<file path="config.mk">
export PLATFORM = sky130hd
export DESIGN_NAME = spnbc_cell
export DESIGN_NICKNAME = d
export VERILOG_FILES = /design/src/spnbc_pkg.sv /design/src/spnbc_cell.sv
export SDC_FILE = /design/constraint.sdc
export NUM_CORES = 1
export LEC_CHECK = 0
export ABC_AREA = 1
export BUFFER_PORTS_ARGS = -buffer_cell sky130_fd_sc_hd__buf_2
export CAP_MARGIN = 20
export CORE_MARGIN = 2
export CORE_UTILIZATION = 40
export CTS_CLUSTER_DIAMETER = 80
export CTS_CLUSTER_SIZE = 40
export DETAILED_ROUTE_END_ITERATION = 6
export SYNTH_ARGS = -nofsm -noshare
export SYNTH_HDL_FRONTEND = slang
export SYNTH_SLANG_ARGS = --single-unit
</file>
<file path="constraint.sdc">
create_clock -name clk_i -period 8.7 [get_ports clk_i]
set_clock_uncertainty 0.2 [all_clocks]
set_input_delay 0 -clock clk_i [delete_from_list [all_inputs] [get_ports clk_i]]
set_output_delay 0 -clock clk_i [all_outputs]
set_load 0.005 [all_outputs]
</file>
<file path="src/spnbc_pkg.sv">
// Shared types, constants and round functions of the 64-bit SPN block cipher.
package spnbc_pkg;

  localparam int BLOCK_W  = 64;
  localparam int KEY_ROT  = 13;
  localparam int RC_ROUND = 15;
  localparam int RC_BYTE  = 19;

  // Configuration register indexes.
  localparam logic REG_KEY_HIGH = 1'b0;
  localparam logic REG_KEY_LOW  = 1'b1;

  // Direction codes carried with each block.
  localparam logic CMD_ENCRYPT = 1'b0;
  localparam logic CMD_DECRYPT = 1'b1;

  typedef struct packed {
    logic                 cmd;
    logic [BLOCK_W-1:0]   block;
  } item_t;

  function automatic logic [3:0] sbox_fwd(input logic [3:0] x);
    logic [3:0] y;
    unique case (x)
      4'h0: y = 4'h6;
      4'h1: y = 4'h4;
      4'h2: y = 4'hC;
      4'h3: y = 4'h5;
      4'h4: y = 4'h0;
      4'h5: y = 4'h7;
      4'h6: y = 4'h2;
      4'h7: y = 4'hE;
      4'h8: y = 4'h1;
      4'h9: y = 4'hF;
      4'hA: y = 4'h3;
      4'hB: y = 4'hD;
      4'hC: y = 4'h8;
      4'hD: y = 4'hA;
      4'hE: y = 4'h9;
      default: y = 4'hB;
    endcase
    return y;
  endfunction

  function automatic logic [3:0] nib_unsub(input logic [3:0] x);
    logic [3:0] y;
    unique case (x)
      4'h0: y = 4'd4;
      4'h1: y = 4'd8;
      4'h2: y = 4'd6;
      4'h3: y = 4'd10;
      4'h4: y = 4'd1;
      4'h5: y = 4'd3;
      4'h6: y = 4'd0;
      4'h7: y = 4'd5;
      4'h8: y = 4'd12;
      4'h9: y = 4'd14;
      4'hA: y = 4'd13;
      4'hB: y = 4'd15;
      4'hC: y = 4'd2;
      4'hD: y = 4'd11;
      4'hE: y = 4'd7;
      default: y = 4'd9;
    endcase
    return y;
  endfunction

  function automatic logic [BLOCK_W-1:0] sub_fwd(input logic [BLOCK_W-1:0] x);
    logic [BLOCK_W-1:0] y;
    for (int n = 0; n < BLOCK_W / 4; n++) begin
      y[4*n +: 4] = sbox_fwd(x[4*n +: 4]);
    end
    return y;
  endfunction

  function automatic logic [BLOCK_W-1:0] sub_inv(input logic [BLOCK_W-1:0] x);
    logic [BLOCK_W-1:0] y;
    for (int n = 0; n < BLOCK_W / 4; n++) begin
      y[4*n +: 4] = nib_unsub(x[4*n +: 4]);
    end
    return y;
  endfunction

  // Bit positions are counted from the most significant bit. The bit at
  // (byte j, bit c) moves to position 8c + ((j + c) mod 8).
  function automatic logic [BLOCK_W-1:0] perm_fwd(input logic [BLOCK_W-1:0] x);
    logic [BLOCK_W-1:0] y;
    for (int j = 0; j < 8; j++) begin
      for (int c = 0; c < 8; c++) begin
        y[63 - (8*c + ((j + c) & 7))] = x[63 - (8*j + c)];
      end
    end
    return y;
  endfunction

  function automatic logic [BLOCK_W-1:0] perm_inv(input logic [BLOCK_W-1:0] x);
    logic [BLOCK_W-1:0] y;
    for (int j = 0; j < 8; j++) begin
      for (int c = 0; c < 8; c++) begin
        y[63 - (8*j + c)] = x[63 - (8*c + ((j + c) & 7))];
      end
    end
    return y;
  endfunction

  // Round key r: top half of the 128-bit key rotated left by 13r bits, each
  // byte mixed with a round and byte dependent constant. With r fixed at
  // elaboration this reduces to wiring and XOR gates.
  function automatic logic [BLOCK_W-1:0] subkey_of(input logic [BLOCK_W-1:0] key_high,
                                                   input logic [BLOCK_W-1:0] key_low,
                                                   input int r);
    logic [2*BLOCK_W-1:0] full;
    logic [2*BLOCK_W-1:0] rot;
    logic [BLOCK_W-1:0]   w;
    int                   m;
    full = {key_high, key_low};
    m    = (KEY_ROT * r) & 127;
    rot  = (full << m) | (full >> (128 - m));
    w    = rot[2*BLOCK_W-1 -: BLOCK_W];
    for (int i = 0; i < 8; i++) begin
      w[63 - 8*i -: 8] = w[63 - 8*i -: 8] ^ 8'((r * RC_ROUND + i * RC_BYTE) & 255);
    end
    return w;
  endfunction

endpackage

</file>
<file path="src/spnbc_cell.sv">
// One round cell of the cipher pipeline: a registered round in either direction.
module spnbc_cell #(
  parameter int STAGE      = 0,
  parameter int NUM_ROUNDS = 8
) (
  input  logic                              clk_i,
  input  logic                              rst_ni,
  input  logic [spnbc_pkg::BLOCK_W-1:0]     key_high_i,
  input  logic [spnbc_pkg::BLOCK_W-1:0]     key_low_i,
  input  logic                              in_valid_i,
  output logic                              in_ready_o,
  input  spnbc_pkg::item_t                  in_item_i,
  output logic                              out_valid_o,
  input  logic                              out_ready_i,
  output spnbc_pkg::item_t                  out_item_o
);

  localparam int ENC_ROUND = STAGE;
  localparam int DEC_ROUND = NUM_ROUNDS - 1 - STAGE;

  logic [spnbc_pkg::BLOCK_W-1:0] rk_enc, rk_dec;
  logic [spnbc_pkg::BLOCK_W-1:0] enc_mix, enc_res, dec_pre, dec_res;
  logic                          valid_q;
  spnbc_pkg::item_t              item_d, item_q;
  logic                          load;

  assign rk_enc = spnbc_pkg::subkey_of(key_high_i, key_low_i, ENC_ROUND);
  assign rk_dec = spnbc_pkg::subkey_of(key_high_i, key_low_i, DEC_ROUND);

  // The last encryption round has no permutation; the first decryption
  // round has no inverse permutation.
  assign enc_mix = spnbc_pkg::sub_fwd(in_item_i.block) ^ rk_enc;
  assign enc_res = (STAGE < NUM_ROUNDS - 1) ? spnbc_pkg::perm_fwd(enc_mix) : enc_mix;
  assign dec_pre = (STAGE > 0) ? spnbc_pkg::perm_inv(in_item_i.block) : in_item_i.block;
  assign dec_res = spnbc_pkg::sub_inv(dec_pre ^ rk_dec);

  always_comb begin
    item_d.cmd   = in_item_i.cmd;
    item_d.block = (in_item_i.cmd == spnbc_pkg::CMD_DECRYPT) ? dec_res : enc_res;
  end

  assign in_ready_o = ~valid_q | out_ready_i;
  assign load       = in_valid_i & in_ready_o;

  always_ff @(posedge clk_i or negedge rst_ni) begin
    if (!rst_ni) begin
      valid_q <= 1'b0;
    end else if (in_ready_o) begin
      valid_q <= in_valid_i;
    end
  end

  always_ff @(posedge clk_i) begin
    if (load) begin
      item_q <= item_d;
    end
  end

  assign out_valid_o = valid_q;
  assign out_item_o  = item_q;

endmodule

</file>
* Yosys cells after proc, flatten, opt, wreduce, memory -nomap -nowiden *
Memories as Yosys holds them, arrays and structs flattened.
Cells that the tools add are included.

word-level totals
  bits in registers = 66
  ROM bits = 2,048
  output and inout bits = 67
  word-level logic and storage cells = 57
  memories = 32

operators by class
  mux-type cells = 1
  bitwise logic cells = 21

memory list
  memory            depth  bits a word  read ports  clocked after memory_dff  wr ports  RTL line         text
  (name not given)  16     4            1           0                         0         spnbc_pkg.sv:24  unique case (x)
  (name not given)  16     4            1           0                         0         spnbc_pkg.sv:24
  (name not given)  16     4            1           0                         0         spnbc_pkg.sv:24
  (name not given)  16     4            1           0                         0         spnbc_pkg.sv:24
  (name not given)  16     4            1           0                         0         spnbc_pkg.sv:24
  (name not given)  16     4            1           0                         0         spnbc_pkg.sv:24
  26 more memories  -      -            -           -                         -         -

operator list
  cell               number
  $or A128 B91 Y128  1
  $xor A64 B64 Y64   2
  $mux W64           1
  $not A3 Y3         6
  $not A6 Y6         3
  $not A5 Y5         3
  $not A4 Y4         3
  $and A1 B1 Y1      1
  $not A1 Y1         1
  $or A1 B1 Y1       1

* Logic depth before layout (Yosys ltp) *
Gate-level depths: netlist of run 1.
An unclocked memory read counts as a cell.

  word-level depth = 5
  gate-level depth with buffers = 10
  mapped depth without buffers = 9

* Worst setup path before layout of run 1 *
No wires, ideal clock.

  path kind = register -> register
  from = register valid_q (netlist: out_valid_o)
  to = register item_q (netlist bit out_item_o[0]) (enable)
  library setup time = 0.509 ns
  data arrival time = 3.586 ns
  data required time = 7.991 ns
  path slack = 4.405 ns
  cell stages (with the launch flop) = 2
  path buffers = 0
  period minus slack after synthesis = 4.295 ns
  cells stage by stage = dfrtp_1 > a21oi_1

on the way
  longest elaborated chain between the ends = 3

ends and longest elaborated chain
  element                 RTL line          text
  from (decl)             spnbc_cell.sv:23  logic valid_q;
  from (signal assigned)  spnbc_cell.sv:49  valid_q <= in_valid_i;
  $not A1 Y1              spnbc_cell.sv:42  assign in_ready_o = ~valid_q | out_ready_i;
  $or A1 B1 Y1            spnbc_cell.sv:42
  $and A1 B1 Y1           spnbc_cell.sv:43  assign load = in_valid_i & in_ready_o;
  net load                spnbc_cell.sv:25  logic load;
  to (signal assigned)    spnbc_cell.sv:55  item_q <= item_d;
  to (decl)               spnbc_cell.sv:24  spnbc_pkg::item_t item_d, item_q;

The timed path passes the listed nets, and every way through them passes these cells.
A chain may end at the register's enable or synchronous reset.

==> results of run 1 <==
cell usage in the layout (no fill, tap or decap), types with 8 or more instances in the layout:
cell,Yosys,final
inv_2,19,19
inv_1,147,147
o21ai_1,13,13
nand2_2,19,19
xnor2_1,10,10
a21oi_1,45,44
nand3_1,226,226
buf_2,14,236
o211ai_1,17,17
xor2_1,11,11
dlygate4sd3_1,0,78
clkbuf_16,0,9
o21ai_0,75,75
edfxtp_1,65,65
ha_1,80,80
nor2_1,29,29
nand2_1,577,577
nand3b_1,8,8
cells by family (layout without fill, tap and decap cells):
logic type / count (synthesis) / in the layout
fa+ha+maj: 80 / 80
xor+xnor: 30 / 30
buf+inv: 204 / 504
other cells: 0 / 2
compound gates: 154 / 154
simple gates: 861 / 861
flops: 66 / 66
power breakdown:
group	switching [mW]	internal [mW]
Clock	0.153	0.267
Combinational	0.291	0.187
Sequential	0.00877	0.389
per-layer routing:
metal  part of all wire, %  wire [um]  global-route usage, %  vias to the layer above
li1                      -          -                      -                     5088
met1                    47      12930                  32.61                     4290
met2                    45      12300                  39.00                      257
met3                   5.5       1503                  3.394                       37
met4                   2.7        737                  8.785                        0
met5                     0          0                      0                        -
final timing paths:
| kind | slack [ns] | end |
|---|---|---|
| min | -0.005 | out_item_o[25]$_DFFE_PP_ |
| max in group asynchronous | 7.93 | out_valid_o$_DFFE_PN0P_ |
| min reg2reg | 0.93 | out_valid_o$_DFFE_PN0P_ |
| min in group asynchronous | 0.27 | out_valid_o$_DFFE_PN0P_ |
| max reg2reg | 6.71 | out_item_o[38]$_DFFE_PP_ |
| max | 6.46 | out_item_o[34]$_DFFE_PP_ |
worst min-delay path, delay by kind of cell:
kind	cells	cell delay [ns]
and+or+nand+nor	3	0.29
buffers and inverters	2	0.15
metrics by stage:
stage,utilization [%],hold WS (ns)
after floorplan,-,-0.4956
after global placement,47.16,-0.4241
after detailed placement,47.16,-0.4235
after CTS,52.40,0.001637
after global routing,52.42,0.05119
final,52.42,-0.004535
sequential cells by signal (all words and copies together), names as in the netlist:
register and cells:
out_item_o 65, out_valid_o 1
cell type report:
class                      instances  area, sq um  area share (%)
inverter                         171        654.4           5.920
clock buffer                      14        264.0           2.388
antenna                            2        5.005         0.04527
clock inverter                     2        60.06          0.5433
multi-input combinational       1125         5766           52.16
timing repair buffer             317         1984           17.95
tap                              275        344.1           3.113
sequential                        66         1977           17.88
==> results.py, run 1 <==
metrics = {
    "run_status": {
        "outcome": "finished with violations",
        "violations": "hold timing",
    },
    "sta": {
        "rsz0062_at_grt": "no",
        "period_needed_ns": 2.244,
        "layout_setup_ws_ns": 6.456,
        "tns_ns": 0,
        "post-route-period-util_pct": 25.79,
        "setup_viol": 0,
        "finalMaxSlewViolations": 0,
        "finalHoldViolations": 1,
        "fmax_ghz": 0.4456,
        "max_slew_margin_pct": 30.54,
        "worst_slew_pin_slew_ns": 1.042,
        "whs_ns": -0.004535,
    },
    "drt": {
        "drc": 0,
        "vias": 9672,
        "final_antenna_net_count": 0,
        "wl_per_cell_um": 13.93,
        "via_per_inst": 4.905,
        "wirelength_um": 27470,
        "dr.first_iter.drc_count": 539,
        "firstDrtPassIters": 5,
    },
    "synthesis": {
        "ys_warn_count": 0,
        "syn_area_sq_um": 8610,
        "synth_flop_cell": "edfxtp_1",
        "avgSynthCellArea_sq_um": 6.172,
        "synth_nets": 1672,
        "synth.most_common_cell": "nand2_1",
        "synth_area_leader_cell": "nand2_1",
        "yosys-top-cells-count": "nand2_1, nand3_1, inv_1",
        "synth_cells": 1395,
        "synthArstFlopShare_pct": 1.515,
        "synth_top_family_by_area": "simple AND/OR/NAND/NOR gates",
        "yosysSeqAreaShare_pct": 22.96,
        "synth-simple-area-share_pct": 41.78,
        "synth_edf_count": 65,
        "synth_compound_area_share_pct": 9.592,
        "synth_fa_ha_area_share_pct": 11.63,
        "synth_top_cell_area_share_pct": 25.16,
        "synthXorXnorAreaFrac_pct": 3.837,
        "synth.mux.area_fraction_pct": 0,
        "synthTopCellsByArea": "nand2_1, edfxtp_1, nand3_1, ha_1, inv_1",
        "synth-seq-cells": 66,
        "synth.distinct_cells": 30,
    },
    "clock_network": {
        "cts_setup_buffers": 0,
        "cts_root_buf": "clkbuf_16",
        "ctsHoldBuffers": 78,
        "clk_pin_slew_ns": 0.07,
        "cts_tree": "built",
        "clock-sinks": 66,
        "htreeDepth": 3,
        "numCtsBuffers": 9,
        "ctsResizeCount": 0,
        "insertion_delay_ns": 0.35,
        "clock_path_buffers": 2,
    },
    "setup_path": {
        "path_cells": "buf_2, buf_4, nor2_1, nand2_1, nand2_1, dlygate4sd3_1",
        "crit_path_max_incr_delay_ns": 0.66,
        "path_common_cell": "nand2_1",
        "ff2ff_path_depth": 2,
        "critPathRequiredTime_ns": 8.61,
        "worstSetupPathDepth": 6,
        "critical_path_class": "in -> reg",
        "slowest_stage": "buf_2",
        "critPathBufInv": 3,
        "worstSetupEndpointType": "register",
        "cp-start-kind": "input pin",
        "cp-startpoint": "in_item_i[64]",
        "rr_startpoint": "out_valid_o$_DFFE_PN0P_",
        "critPathMaxFanout": 46,
        "crit_family": "buffers and inverters",
        "arrival_ns": 2.15,
    },
    "cells_and_area": {
        "fin_nets": 1967,
        "layout-drive-gt1-share_pct": 18.11,
        "layoutNonFillerInstCount": 1972,
        "n_fill_cell": 2201,
        "final_area_sq_um": 11050,
        "syn_to_final_growth_pct": 28.40,
    },
    "placement": {
        "dp_cells": 1876,
        "dp_slack_ns": 6.597,
        "dpl-instance-area_sq_um": 9945,
        "portBuffers": 236,
        "hpwl_um": 20930,
        "place.gp.congestion": 0.8747,
    },
    "global_route": {
        "grt_pass1_vias": 8718,
        "gr-total-overflow": 0,
        "grt_max_degree": 66,
        "antenna_found_initial": 2,
        "track_usage_pct": 24.06,
        "grt_pass1_wl_um": 42750,
    },
    "floorplanning": {
        "dieWidth_um": 150.7,
        "start_util_pct": 40.83,
        "core_sq_um": 21090,
        "die-area_sq_um": 22710,
        "die_y_um": 150.7,
        "ios": 264,
        "num_rows": 53,
    },
    "power": {
        "ir_drop_mv": 0.07999,
        "power_leakage_nw": 6.054,
        "pwr_density_cell_nw_per_um2": 117.2,
        "p_total_mw": 1.295,
    },
    "min_path": {
        "hold_path_depth": 5,
        "hold_path.startpoint": "key_high_i[43]",
        "hp-class": "in -> reg",
    },
    "run": {
        "cap_violations": 0,
    },
}
Power figures use the tool's default switching activity.
==> run 2: changes to the inputs <==
- PLACE_DENSITY: not set -> 0.67
- clock period: 8.7 -> 2.05 ns (I/O delays scaled with it)
==> run 2 against run 1 <==
The flow now finishes without violations; register-to-register slack worse by 6.2 ns; utilization down 0.083 points; global-route usage down 0.70 points; clock-buffer cell count shrank 5; wire length is 0.33% lower; power grew to 4.1 times the previous value; critical path depth did not move; design area decreased by 0.16%; setup slack worse by 6.4 ns; die area stayed put; non-clock buffer count grew 1.
==> results.py, run 2 (synthesized netlist as in run 1, its figures left out) <==
metrics = {
    "floorplanning": {
        "ios": 264,
        "start_util_pct": 40.83,
        "die-area_sq_um": 22710,
        "dieWidth_um": 150.7,
        "num_rows": 53,
        "die_y_um": 150.7,
        "core_sq_um": 21090,
    },
    "drt": {
        "firstDrtPassIters": 5,
        "vias": 9780,
        "dr.first_iter.drc_count": 504,
        "drc": 0,
        "wirelength_um": 27380,
        "final_antenna_net_count": 0,
        "via_per_inst": 4.962,
        "wl_per_cell_um": 13.89,
    },
    "cells_and_area": {
        "largest_register_ffs": 65,
        "fin_nets": 1968,
        "layout-drive-gt1-share_pct": 18.41,
        "syn_to_final_growth_pct": 28.19,
        "layout_commonest_cell": "nand2_1",
        "n_fill_cell": 2150,
        "final_cell_mix": "nand2_1, buf_2, nand3_1, inv_1, ha_1",
        "layoutNonFillerInstCount": 1971,
    },
    "clock_network": {
        "htreeDepth": 3,
        "cts_root_buf": "clkbuf_16",
        "insertion_delay_ns": 0.33,
        "clock_path_buffers": 2,
        "clk_pin_slew_ns": 0.06,
        "ctsResizeCount": 0,
        "numCtsBuffers": 9,
        "clock-sinks": 66,
        "cts_tree": "built",
    },
    "setup_path": {
        "cp-startpoint": "in_item_i[64]",
        "arrival_ns": 1.86,
        "cp-start-kind": "input pin",
        "rr_startpoint": "out_valid_o$_DFFE_PN0P_",
        "critPathMaxFanout": 32,
        "critPathRequiredTime_ns": 1.93,
        "worstSetupEndpointType": "register",
        "critical_path_class": "in -> reg",
    },
    "global_route": {
        "use_met2_pct": 39.20,
        "busiest_layer": "met2",
        "use_met1_pct": 30.38,
        "grt_pass1_wl_um": 41470,
        "grt_pass1_vias": 8502,
        "antenna_found_initial": 2,
        "grt_max_degree": 66,
        "gr-total-overflow": 0,
        "track_usage_pct": 23.35,
        "use_met3_pct": 3.545,
    },
    "run_status": {
        "outcome": "completed",
    },
    "placement": {
        "dp_slack_ns": 0.4603,
        "portBuffers": 236,
        "place.gp.congestion": 0.8741,
        "hpwl_um": 21270,
        "dp_cells": 1880,
    },
    "sta": {
        "rsz0062_at_grt": "no",
        "finalHoldViolations": 0,
        "max_slew_margin_pct": 68.93,
        "period_needed_ns": 1.980,
        "layout_setup_ws_ns": 0.07035,
        "tns_ns": 0,
        "whs_ns": 0.009376,
        "worst_slew_pin_slew_ns": 0.4644,
        "fmax_ghz": 0.5051,
        "finalMaxSlewViolations": 0,
        "post-route-period-util_pct": 96.57,
        "setup_viol": 0,
    },
    "power": {
        "p_clk_share_pct": 29.7,
        "power.internal_mw": 3.367,
        "p_seq_share_pct": 32.0,
        "pwr_density_cell_nw_per_um2": 478.2,
        "pwr-share-comb_pct": 38.4,
        "ir_drop_mv": 0.2766,
        "power_leakage_nw": 6.043,
        "p_sw_share_pct": 36.21,
        "p_sw_mw": 1.911,
    },
    "min_path": {
        "hold_path.startpoint": "key_high_i[59]",
        "hp-class": "in -> reg",
    },
    "run": {
        "cap_violations": 0,
    },
}
-- run 2: final timing paths --
| check | end | slack [ns] | cells past startpoint |
|---|---|---|---|
| worst max-delay path | out_item_o[63]$_DFFE_PP_ | 0.07 | 6 |
| worst min-delay path | out_item_o[27]$_DFFE_PP_ | 0.009 | 4 |
| worst max register to register | out_item_o[33]$_DFFE_PP_ | 0.49 | 2 |
| worst min register to register | out_item_o[10]$_DFFE_PP_ | 0.73 | 2 |
| max in group asynchronous | out_valid_o$_DFFE_PN0P_ | 1.25 | 3 |
| min in group asynchronous | out_valid_o$_DFFE_PN0P_ | 0.30 | 3 |
-- run 2: metrics by stage --
| stage | util [%] | cell area, sq um | power, mW |
|---|---|---|---|
| global placement | 47.42 | 10000 | 3.562 |
| detailed placement | 47.42 | 10000 | 3.603 |
| CTS | 52.33 | 11030 | 5.325 |
| floorplan | - | 8621 | 2.908 |
| global route | 52.34 | 11040 | 5.640 |
| finish | 52.34 | 11040 | 5.277 |
-- run 2: what timing repair did --
action	in CTS	in global routing
hold endpoints to repair	65	0
hold buffers	75	0
setup buffers	0	0
-- run 2: power groups by stage --
stage | clock network [mW] | registers [mW] | logic, mW
after detailed placement | 0 | 1.71 | 1.89
after global placement | 0 | 1.71 | 1.85
after global routing | 1.64 | 1.69 | 2.31
after CTS | 1.61 | 1.69 | 2.02
final | 1.56 | 1.69 | 2.02
after floorplan | 0 | 1.72 | 1.19
-- run 2: worst max-delay path, stage by stage --
cell and delay, ns:
dlygate4sd3_1 0.53, buf_2 0.17, inv_2 0.06, buf_4 0.38, o21ai_1 0.13, dlygate4sd3_1 0.57
-- run 2: layer usage --
| metal | vias to the layer above | part of all wire [%] |
|---|---|---|
| met5 | - | 0 |
| met4 | 0 | 2.5 |
| met3 | 36 | 7.0 |
| met2 | 319 | 46 |
| met1 | 4330 | 45 |
| li1 | 5095 | - |
-- run 2: final cells by class --
| class | count | area [sq um] | area share, % |
|---|---|---|---|
| Multi-Input combinational cell | 1125 | 5766 | 52.24 |
| Timing Repair Buffer | 318 | 2009 | 18.21 |
| Sequential cell | 66 | 1977 | 17.91 |
| Inverter | 171 | 654.4 | 5.929 |
| Tap cell | 275 | 344.1 | 3.118 |
| Clock buffer | 9 | 225.2 | 2.041 |
| Clock inverter | 6 | 58.81 | 0.5328 |
| Antenna cell | 1 | 2.502 | 0.02267 |
==> run 3: changes to the inputs <==
- CTS_BUF_LIST: not set -> sky130_fd_sc_hd__clkbuf_8
- HOLD_SLACK_MARGIN: not set -> 0.05
==> run 3 against run 2 <==
Register-to-register slack is essentially flat; combinational power up 12%; setup slack better by 0.018 ns; utilization grew 4.0 points; clock-buffer cell count unchanged; die area is the same; global-route usage is 1.1 points higher; clock power is 26% lower; hold slack better by 0.0062 ns; wire length grew 4.4%; power shrank 3.5%; design area up 7.7%; critical endpoint is now out_item_o[2]$_DFFE_PP_.
==> results.py, run 3 (synthesized netlist as in run 1, its figures left out) <==
metrics = {
    "run_status": {
        "outcome": "completed",
    },
    "cells_and_area": {
        "largest_register_ffs": 65,
        "layout-drive-gt1-share_pct": 18.31,
        "n_fill_cell": 2068,
        "final_cell_mix": "nand2_1, buf_2, nand3_1, dlygate4sd3_1, inv_1",
        "layout_commonest_cell": "nand2_1",
        "layoutNonFillerInstCount": 2063,
        "multi_input_area_sq_um": 5791,
        "register_area_sq_um": 1977,
        "post-route-util_pct": 56.34,
        "final_area_sq_um": 11880,
        "fin_nets": 2059,
        "syn_to_final_growth_pct": 38.00,
    },
    "drt": {
        "final_antenna_net_count": 0,
        "dr.first_iter.drc_count": 418,
        "via_per_inst": 4.959,
        "firstDrtPassIters": 5,
        "vias": 10230,
        "wl_per_cell_um": 13.85,
        "wirelength_um": 28570,
        "drc": 0,
    },
    "power": {
        "p_total_mw": 5.094,
        "ir_drop_mv": 0.2595,
        "pwr_density_cell_nw_per_um2": 428.7,
        "power_leakage_nw": 6.343,
    },
    "setup_path": {
        "critPathRequiredTime_ns": 1.98,
        "cp-start-kind": "input pin",
        "critPathMaxFanout": 6,
        "path_cells": "dlygate4sd3_1, buf_2, inv_2, o21ai_0, nand3_1, nor2_1, nor2_1, nand2_1, nand2_1, dlygate4sd3_1",
        "arrival_ns": 1.89,
        "slowest_stage": "dlygate4sd3_1",
        "crit_path_max_incr_delay_ns": 0.54,
        "critical_path_class": "in -> reg",
        "worstSetupEndpointType": "register",
    },
    "sta": {
        "period_needed_ns": 1.962,
        "post-route-period-util_pct": 95.71,
        "setup_viol": 0,
        "max_slew_margin_pct": 71.67,
        "rsz0062_at_grt": "no",
        "worst_slew_pin_slew_ns": 0.4219,
        "layout_setup_ws_ns": 0.08795,
        "finalMaxSlewViolations": 0,
        "finalHoldViolations": 0,
        "whs_ns": 0.01560,
        "fmax_ghz": 0.5097,
        "tns_ns": 0,
    },
    "floorplanning": {
        "start_util_pct": 40.83,
        "num_rows": 53,
        "dieWidth_um": 150.7,
        "die_y_um": 150.7,
        "ios": 264,
        "core_sq_um": 21090,
        "die-area_sq_um": 22710,
    },
    "clock_network": {
        "htreeDepth": 3,
        "clock-sinks": 66,
        "cts_tree": "built",
        "clock_path_buffers": 2,
        "clk_pin_slew_ns": 0.08,
        "insertion_delay_ns": 0.37,
        "numCtsBuffers": 9,
        "cts_root_buf": "clkbuf_8",
    },
    "global_route": {
        "antenna_found_initial": 1,
        "grt_max_degree": 66,
        "gr-total-overflow": 0,
        "track_usage_pct": 24.44,
        "grt_pass1_wl_um": 43530,
        "grt_pass1_vias": 9078,
    },
    "placement": {
        "dp_cells": 1880,
        "portBuffers": 236,
        "dp_slack_ns": 0.4603,
        "place.gp.congestion": 0.8741,
        "hpwl_um": 21270,
        "dpl-instance-area_sq_um": 10000,
    },
    "run": {
        "cap_violations": 0,
    },
    "min_path": {
        "hp-class": "in -> reg",
    },
}
==> run 3: changes by cell type in the layout (fill, tap and decap cells not counted), sizes merged <==
cell / before / now
inv: 171 / 169
dlygate4sd3: 75 / 165
diode: 1 / 2
clkinvlp: 2 / 4
buf: 243 / 244
==> run 3: worst max-delay path, delay by kind of cell <==
family	cells	cell delay (ns)
buf+inv	4	1.31
simple gates	5	0.44
compound gates	1	0.14
==> run 3: path summary, 6_finish.rpt <==
path                                             to  cells after the start                     from  slack (ns)
setup / recovery            out_item_o[2]$_DFFE_PP_                     10            in_item_i[10]        0.09
min in group asynchronous   out_valid_o$_DFFE_PN0P_                      3                   rst_ni        0.26
max in group asynchronous   out_valid_o$_DFFE_PN0P_                      3                   rst_ni        1.29
hold / removal              out_item_o[1]$_DFFE_PP_                      5             in_item_i[1]        0.02
hold reg to reg            out_item_o[52]$_DFFE_PP_                      2  out_valid_o$_DFFE_PN0P_        0.72
setup reg to reg           out_item_o[36]$_DFFE_PP_                      2  out_valid_o$_DFFE_PN0P_        0.49
==> run 3: area by class of cell <==
type	instances	area share, %
Multi-Input combinational cell	1125	48.74
Antenna cell	2	0.04212
Timing Repair Buffer	409	24.58
Inverter	171	5.571
Clock buffer	9	1.043
Sequential cell	66	16.64
Clock inverter	6	0.4949
Tap cell	275	2.896
==> run 3: routing by layer <==
| metal | global-route usage [%] | up-vias | routed length, um |
|---|---|---|---|
| met5 | 0 | - | 0 |
| met2 | 41.70 | 332 | 13230 |
| met3 | 4.061 | 52 | 1970 |
| met1 | 30.55 | 4574 | 12430 |
| li1 | - | 5272 | - |
| met4 | 10.09 | 0 | 944 |
==> run 3: power by group <==
group	switching, mW	internal, mW
Clock	0.602	0.547
Combinational	1.28	0.972
Sequential	0.0409	1.65
==> run 3: timing repair <==
| action | CTS | global route |
|---|---|---|
| endpoints found under the hold margin | 67 | 0 |
| setup buffers | 0 | 2 |
| endpoints found under the setup margin | 0 | 17 |
| resized for setup | 0 | 15 |
| hold buffers | 175 | 0 |
